**config.mk**
```make
export PLATFORM = sky130hd
export DESIGN_NAME = shaker_sort_descending
export DESIGN_NICKNAME = d
export VERILOG_FILES = /design/src/rtl/ssd_pkg.sv /design/src/rtl/shaker_sort_descending.sv
export VERILOG_INCLUDE_DIRS = /design/src /design/src/rtl
export SDC_FILE = /design/constraint.sdc
export NUM_CORES = 2
export LEC_CHECK = 0
export ABC_AREA = 1
export BUFFER_PORTS_ARGS = -buffer_cell sky130_fd_sc_hd__buf_2
export CORE_UTILIZATION = 40
export DETAILED_ROUTE_END_ITERATION = 12
export SLEW_MARGIN = 20
export SYNTH_ARGS = -nofsm -noshare
export SYNTH_HDL_FRONTEND = slang
export SYNTH_SLANG_ARGS = --single-unit
export TNS_END_PERCENT = 50
```
**constraint.sdc**
```tcl
create_clock -name clk -period 4.95 [get_ports clk]
set_input_delay 0.495 -clock clk [delete_from_list [all_inputs] [get_ports clk]]
set_output_delay 0.495 -clock clk [all_outputs]
set_load 0.02 [all_outputs]
```
**src/rtl/shaker_sort_descending_assert.svh**
```systemverilog
// assertion macros for the shaker sort block
`ifndef SHAKER_SORT_DESCENDING_ASSERT_SVH
`define SHAKER_SORT_DESCENDING_ASSERT_SVH

// same-cycle implication, checked out of reset
`define SSD_ASSERT_IMPLY(lbl, ante, cons, msg) \
  lbl: assert property (@(posedge clk) disable iff (!rst_n) (ante) |-> (cons)) \
    else $error(msg);

// next-cycle implication, checked out of reset
`define SSD_ASSERT_NEXT(lbl, ante, cons, msg) \
  lbl: assert property (@(posedge clk) disable iff (!rst_n) (ante) |=> (cons)) \
    else $error(msg);

`endif

```
**src/rtl/ssd_pkg.sv**
```systemverilog
// shared types and constants for the descending shaker sort block
package ssd_pkg;

  localparam int SSD_MAX_RECORDS = 64;

  typedef struct packed {
    logic [15:0] product_tag;
    logic [7:0]  shop_id;
    logic [19:0] quantity;
  } rec_t;

  typedef struct packed {
    logic [19:0] quantity;
    logic [7:0]  shop_id;
    logic [15:0] product_tag;
    logic        last_record;
  } in_item_t;

  typedef struct packed {
    logic [19:0] quantity_out;
    logic [7:0]  shop_id_out;
    logic [15:0] product_tag_out;
    logic        last_out;
    logic        overflow;
  } out_item_t;

  typedef enum logic [3:0] {
    ST_LOAD,
    ST_START,
    ST_F_PRIME,
    ST_F_HEAD,
    ST_F_RUN,
    ST_F_TAIL,
    ST_B_PRIME,
    ST_B_HEAD,
    ST_B_RUN,
    ST_B_TAIL,
    ST_E_RD,
    ST_E_LD
  } ssd_state_t;

endpackage

```
**src/rtl/shaker_sort_descending.sv**
```systemverilog
// descending cocktail shaker sort of production records over one record memory
//
// in_valid/in_stall/in_item: one record per item, stored in arrival order, one
//   per cycle unless stalled. records beyond MAX_RECORDS are dropped and the set
//   is flagged. an item with last_record set closes the set; in_stall then stays
//   high until every record of the set has been handed to the output register.
// sort: forward and backward passes over a narrowing window, one compare-swap
//   per cycle, plus prime, head and tail steps per pass; stops after a round
//   with no swap or once the window has closed.
// emission: out_valid/out_stall/out_item, records read one at a time, largest
//   quantity first, equal quantities in arrival order, last_out on the final
//   record, overflow on every record of a set that lost records.
// a stalled result waits in the output register; the next set is loaded
//   meanwhile, and its emission waits for the register to free up.
// reset clears the record count, the overflow flag and the output valid; the
//   memory needs no clearing pass since only written entries are ever read.
`include "shaker_sort_descending_assert.svh"

module shaker_sort_descending #(
  parameter int MAX_RECORDS = ssd_pkg::SSD_MAX_RECORDS
) (
  input  logic                 clk,
  input  logic                 rst_n,
  input  logic                 in_valid,
  output logic                 in_stall,
  input  ssd_pkg::in_item_t    in_item,
  output logic                 out_valid,
  input  logic                 out_stall,
  output ssd_pkg::out_item_t   out_item
);
  import ssd_pkg::*;

  localparam int AW = $clog2(MAX_RECORDS);
  localparam int CW = $clog2(MAX_RECORDS + 1);
  localparam logic [CW-1:0] FULL = CW'(MAX_RECORDS);

  ssd_state_t state_r, state_nxt;

  logic [CW-1:0] count_r, count_nxt;
  logic          ovf_r, ovf_nxt;
  logic [AW-1:0] lo_r, lo_nxt;
  logic [AW-1:0] hi_r, hi_nxt;
  logic [AW-1:0] ptr_r, ptr_nxt;
  logic          moved_r, moved_nxt;
  rec_t          cur_r, cur_nxt;
  out_item_t     out_r, out_nxt;
  logic          out_valid_r, out_valid_nxt;

  rec_t          mem [MAX_RECORDS];
  rec_t          rd_data_r;
  logic [AW-1:0] rd_addr;
  logic          wr_en;
  logic [AW-1:0] wr_addr;
  rec_t          wr_data;

  logic          in_acc;
  logic          out_free;
  logic          out_load;
  logic          fwd_swap;
  logic          bwd_swap;
  logic [AW-1:0] last_idx;
  rec_t          new_rec;

  assign in_acc   = in_valid && !in_stall;
  assign out_free = !out_valid_r || !out_stall;
  assign last_idx = AW'(count_r - CW'(1));
  // forward: carried record sits at i, memory record at i+1
  assign fwd_swap = cur_r.quantity < rd_data_r.quantity;
  // backward: memory record sits at i-1, carried record at i
  assign bwd_swap = rd_data_r.quantity < cur_r.quantity;

  assign new_rec.product_tag = in_item.product_tag;
  assign new_rec.shop_id     = in_item.shop_id;
  assign new_rec.quantity    = in_item.quantity;

  assign out_valid = out_valid_r;
  assign out_item  = out_r;

  // next state
  always_comb begin
    state_nxt = state_r;
    unique case (state_r)
      ST_LOAD: begin
        if (in_acc && in_item.last_record) begin
          state_nxt = ST_START;
        end
      end
      ST_START: begin
        if (count_r < CW'(2)) begin
          state_nxt = ST_E_RD;
        end else begin
          state_nxt = ST_F_PRIME;
        end
      end
      ST_F_PRIME: state_nxt = ST_F_HEAD;
      ST_F_HEAD:  state_nxt = ST_F_RUN;
      ST_F_RUN: begin
        if (ptr_r + AW'(1) == hi_r) begin
          state_nxt = ST_F_TAIL;
        end
      end
      ST_F_TAIL: begin
        if (hi_r - AW'(1) > lo_r) begin
          state_nxt = ST_B_PRIME;
        end else begin
          state_nxt = ST_E_RD;
        end
      end
      ST_B_PRIME: state_nxt = ST_B_HEAD;
      ST_B_HEAD:  state_nxt = ST_B_RUN;
      ST_B_RUN: begin
        if (ptr_r - AW'(1) == lo_r) begin
          state_nxt = ST_B_TAIL;
        end
      end
      ST_B_TAIL: begin
        if ((lo_r + AW'(1) < hi_r) && moved_r) begin
          state_nxt = ST_F_PRIME;
        end else begin
          state_nxt = ST_E_RD;
        end
      end
      ST_E_RD: state_nxt = ST_E_LD;
      ST_E_LD: begin
        if (out_free) begin
          if (ptr_r == last_idx) begin
            state_nxt = ST_LOAD;
          end else begin
            state_nxt = ST_E_RD;
          end
        end
      end
      default: state_nxt = ST_LOAD;
    endcase
  end

  // memory port control and handshake outputs
  always_comb begin
    in_stall = (state_r != ST_LOAD);
    rd_addr  = ptr_r;
    wr_en    = 1'b0;
    wr_addr  = ptr_r;
    wr_data  = cur_r;
    out_load = 1'b0;
    unique case (state_r)
      ST_LOAD: begin
        wr_en   = in_acc && (count_r < FULL);
        wr_addr = count_r[AW-1:0];
        wr_data = new_rec;
      end
      ST_START: begin
        rd_addr = ptr_r;
      end
      ST_F_PRIME: rd_addr = lo_r;
      ST_F_HEAD:  rd_addr = lo_r + AW'(1);
      ST_F_RUN: begin
        rd_addr = ptr_r + AW'(2);
        wr_en   = 1'b1;
        wr_data = fwd_swap ? rd_data_r : cur_r;
      end
      ST_F_TAIL: begin
        wr_en   = 1'b1;
        wr_addr = hi_r;
      end
      ST_B_PRIME: rd_addr = hi_r;
      ST_B_HEAD:  rd_addr = hi_r - AW'(1);
      ST_B_RUN: begin
        rd_addr = ptr_r - AW'(2);
        wr_en   = 1'b1;
        wr_data = bwd_swap ? rd_data_r : cur_r;
      end
      ST_B_TAIL: begin
        wr_en   = 1'b1;
        wr_addr = lo_r;
      end
      ST_E_RD: rd_addr = ptr_r;
      ST_E_LD: begin
        rd_addr  = ptr_r;
        out_load = out_free;
      end
      default: rd_addr = ptr_r;
    endcase
  end

  // datapath next values
  always_comb begin
    count_nxt = count_r;
    ovf_nxt   = ovf_r;
    lo_nxt    = lo_r;
    hi_nxt    = hi_r;
    ptr_nxt   = ptr_r;
    moved_nxt = moved_r;
    cur_nxt   = cur_r;
    case (state_r)
      ST_LOAD: begin
        if (in_acc) begin
          if (count_r < FULL) begin
            count_nxt = count_r + CW'(1);
          end else begin
            ovf_nxt = 1'b1;
          end
        end
      end
      ST_START: begin
        lo_nxt    = '0;
        hi_nxt    = last_idx;
        ptr_nxt   = '0;
        moved_nxt = 1'b0;
      end
      ST_F_HEAD: begin
        cur_nxt   = rd_data_r;
        ptr_nxt   = lo_r;
        moved_nxt = 1'b0;
      end
      ST_F_RUN: begin
        if (fwd_swap) begin
          moved_nxt = 1'b1;
        end else begin
          cur_nxt = rd_data_r;
        end
        ptr_nxt = ptr_r + AW'(1);
      end
      ST_F_TAIL: begin
        hi_nxt  = hi_r - AW'(1);
        ptr_nxt = '0;
      end
      ST_B_HEAD: begin
        cur_nxt = rd_data_r;
        ptr_nxt = hi_r;
      end
      ST_B_RUN: begin
        if (bwd_swap) begin
          moved_nxt = 1'b1;
        end else begin
          cur_nxt = rd_data_r;
        end
        ptr_nxt = ptr_r - AW'(1);
      end
      ST_B_TAIL: begin
        lo_nxt  = lo_r + AW'(1);
        ptr_nxt = '0;
      end
      ST_E_LD: begin
        if (out_free) begin
          if (ptr_r == last_idx) begin
            count_nxt = '0;
            ovf_nxt   = 1'b0;
          end else begin
            ptr_nxt = ptr_r + AW'(1);
          end
        end
      end
      default: begin
        cur_nxt = cur_r;
      end
    endcase
  end

  // output register
  always_comb begin
    out_nxt       = out_r;
    out_valid_nxt = out_valid_r;
    if (out_load) begin
      out_nxt.quantity_out    = rd_data_r.quantity;
      out_nxt.shop_id_out     = rd_data_r.shop_id;
      out_nxt.product_tag_out = rd_data_r.product_tag;
      out_nxt.last_out        = (ptr_r == last_idx);
      out_nxt.overflow        = ovf_r;
      out_valid_nxt           = 1'b1;
    end else if (out_valid_r && !out_stall) begin
      out_valid_nxt = 1'b0;
    end
  end

  always_ff @(posedge clk) begin
    if (!rst_n) begin
      state_r     <= ST_LOAD;
      count_r     <= '0;
      ovf_r       <= 1'b0;
      out_valid_r <= 1'b0;
    end else begin
      state_r     <= state_nxt;
      count_r     <= count_nxt;
      ovf_r       <= ovf_nxt;
      out_valid_r <= out_valid_nxt;
    end
  end

  always_ff @(posedge clk) begin
    lo_r    <= lo_nxt;
    hi_r    <= hi_nxt;
    ptr_r   <= ptr_nxt;
    moved_r <= moved_nxt;
    cur_r   <= cur_nxt;
    out_r   <= out_nxt;
  end

  // record memory, one write and one registered read per cycle
  always_ff @(posedge clk) begin
    if (wr_en) begin
      mem[wr_addr] <= wr_data;
    end
    rd_data_r <= mem[rd_addr];
  end

  `SSD_ASSERT_IMPLY(a_sort_wr_window, (wr_en && state_r != ST_LOAD), ((wr_addr >= lo_r) && (wr_addr <= hi_r)), "sort write outside the active window")
  `SSD_ASSERT_IMPLY(a_busy_has_records, (state_r != ST_LOAD), (count_r != '0), "sort or emission running on an empty set")
  `SSD_ASSERT_NEXT(a_set_cleared, (out_load && ptr_r == last_idx), ((count_r == '0) && !ovf_r), "set not cleared after its final record")

endmodule
```
==> impl_metrics.json <==
{
  "outcome": "finished, final reports clean",
  "async_reset_ff_frac": 0,
  "fin_cells": 16100,
  "rr_worst_depth": 18,
  "cts-root-buf": "clkbuf_16",
  "drv_cap": 0,
  "synth_seq_cells": 2982,
  "hold_buffers": 2,
  "cts_buffers": 305,
  "synth_area_leaders": "edfxtp_1, nand2_1, nand3_1, buf_2, dfxtp_1",
  "place_ws_ps": 698,
  "syn_to_final_growth_pct": 12.4,
  "place_inst": 15500,
  "ant_nets": 0,
  "end_kind": "flop",
  "core_mm2": 0.318,
  "start_util": 0.402,
  "die_w_um": 567,
  "grt_pass1_wl_mm": 589,
  "tightestPinTransition_ps": 997,
  "synth.distinct_cells": 43,
  "slew_headroom": 0.336,
  "hold_violations": 0,
  "setup_slack_ps": 434,
  "clkTransAtPathRegs_ps": 60,
  "fin_setup_tns_ps": 0,
  "multiInputGateArea_mm2": 0.0347,
  "cts.path.max_buffers": 4,
  "num_vias": 91500,
  "skew_ps": 67.2,
  "wl_per_cell_um": 25.1,
  "drv_slew": 0,
  "antenna_found_initial": 17,
  "min_to": "count_r[1]",
  "fmax_ghz": 0.221,
  "cts_tree": "done",
  "fin_crit_sh": 0.912,
  "chipHeight_um": 567,
  "yosysSeqAreaShare": 0.696,
  "gp_congestion": 0.926,
  "r2r_start": "hi_r[0]",
  "ctsResizeCount": 0,
  "synth_edf_count": 2925,
  "grt_start_max_net_pins": 181,
  "min_period_ps": 4520,
  "fill_cells": 28600,
  "syn_inst": 11700,
  "drt-initial-drc-count": 11200,
  "cp_max_fo": 30,
  "synth_xor_area_frac": 0.00233,
  "cts_sinks": 2982,
  "viasPerCell": 5.68,
  "final-seq-area_mm2": 0.0890,
  "syn-num-nets": 11800,
  "synthSimpleGateAreaFrac": 0.251,
  "rrSetupSlack_ps": 430,
  "hp-class": "primary input to flop",
  "synthTopCellsByCount": "nand2_1, edfxtp_1, nand3_1",
  "synth-warning-count": 0,
  "drc": 0,
  "synth-adder-area-share": 0.00407,
  "dp.final_hpwl_mm": 213,
  "startpoint_type": "flop",
  "avgSynthCellArea_um2": 10.9,
  "nets": 11700,
  "worstSkewPairLatency_ps": 910,
  "synthMuxAreaShare": 0,
  "synth_top_family_by_area": "simple AND/OR/NAND/NOR gates",
  "cts_setup_buffers": 0,
  "finish.utilization": 0.452,
  "crit_type": "flop to flop",
  "cts.htree.levels": 5,
  "overflow": 0,
  "ys.flop_type": "edfxtp_1",
  "hold_depth": 5,
  "rows": 207,
  "yosysTopAreaCellShare": 0.687,
  "yosysMostFrequentCell": "nand2_1",
  "synth_area_mm2": 0.128,
  "r2r-end": "rd_data_r[24]",
  "synth_compound_area_frac": 0.00969,
  "rsz0062_at_grt": "false",
  "dr.pass1.iters": 7,
  "ioPinCount": 97,
  "worst-endpoint-required_ps": 5730,
  "die_area_mm2": 0.322,
  "port_buffers": 96,
  "synth_area_leader_cell": "edfxtp_1",
  "cp.arrival_ps": 5290,
  "grt_pass1_vias": 85900,
  "grt_util_all_layers": 0.245,
  "setup-violations-final": 0,
  "drive_above_1_share": 0.0810,
  "hp-start": "in_valid",
  "drt-total-wl_mm": 404
}
worst max-delay path by stage:
stage / startpoint / endpoint / slack (ps)
after floorplan: state_r[3] / mem[52][0] / -420
after global placement: hi_r[0] / rd_data_r[24] / 660
after detailed placement: lo_r[0] / rd_data_r[24] / 700
after CTS: lo_r[0] / rd_data_r[24] / 650
after global routing: hi_r[0] / rd_data_r[24] / 270
final: hi_r[0] / rd_data_r[24] / 430
placed cells by master, fill, tap and decap left out, drive strengths merged:
| cell | count |
|---|---|
| a211o | 2 |
| a21oi | 46 |
| a221oi | 4 |
| a31oi | 2 |
| a41oi | 1 |
| buf | 421 |
| bufinv | 25 |
| clkbuf | 373 |
| clkinv | 132 |
| clkinvlp | 8 |
| dfxtp | 57 |
| diode | 16 |
| dlygate4sd3 | 2 |
| edfxtp | 2925 |
| fa | 1 |
| ha | 40 |
| inv | 146 |
| nand2 | 4572 |
| nand3 | 2765 |
| nand3b | 1 |
| nand4 | 63 |
| nor2 | 129 |
| nor3 | 14 |
| nor4 | 4 |
| o2111ai | 4 |
| o211ai | 94 |
| o21ai | 20 |
| o21ba | 1 |
| o22ai | 11 |
| o31ai | 1 |
| or2 | 3 |
| xnor2 | 3 |
| xor2 | 31 |
routing by layer:
metal	track usage	up-vias	share of wire	routed length (um)
li1	-	40800	-	-
met1	0.337	45400	0.41	164000
met2	0.394	4532	0.47	188000
met3	0.0414	765	0.093	37700
met4	0.0782	6	0.032	13000
met5	0	-	0.000084	34
worst max-delay path, cell delays in order (launching register included):
cell and delay (ps):
edfxtp_1 510, inv_1 240, ha_1 270, inv_1 140
nand2_1 90, nand2_1 80, nor2_1 50, nand2_1 90
nand2_4 210, inv_8 310, buf_12 320, buf_4 380
buf_4 440, nand2_1 90, nand3_1 80, nand3_1 180
nand3_1 140, nand3_1 470, nand2_1 240
final cells by class:
type,count,share of cell area
sequential,2982,0.619
inverter,135,0.00365
clock inverter,176,0.0108
timing repair buffer,423,0.0316
tap,4180,0.0364
clock buffer,373,0.0563
antenna,16,0.000279
multi-input combinational,7812,0.242
through the flow:
stage,hold WS (ps),area [um^2]
global route,86.1,144000
finish,97.9,144000
detailed placement,429,134000
floorplan,408,128000
global placement,416,134000
CTS,40.1,144000
kinds of logic after synthesis:
group	Yosys count
xor+xnor	34
flops	2982
simple gates	7551
buf+inv	948
compound gates	186
fa+ha+maj	41
flip-flops by register name (all words and copies together) (netlist names):
signal,flops
ovf_r,1
rd_data_r,44
lo_r,6
out_item,46
moved_r,1
cur_r,44
mem,2816
hi_r,6
out_valid,1
count_r,7
state_r,4
ptr_r,6
Power is not shown: default switching activity piles up to over one toggle a cycle in this logic, so the estimate is an artifact.
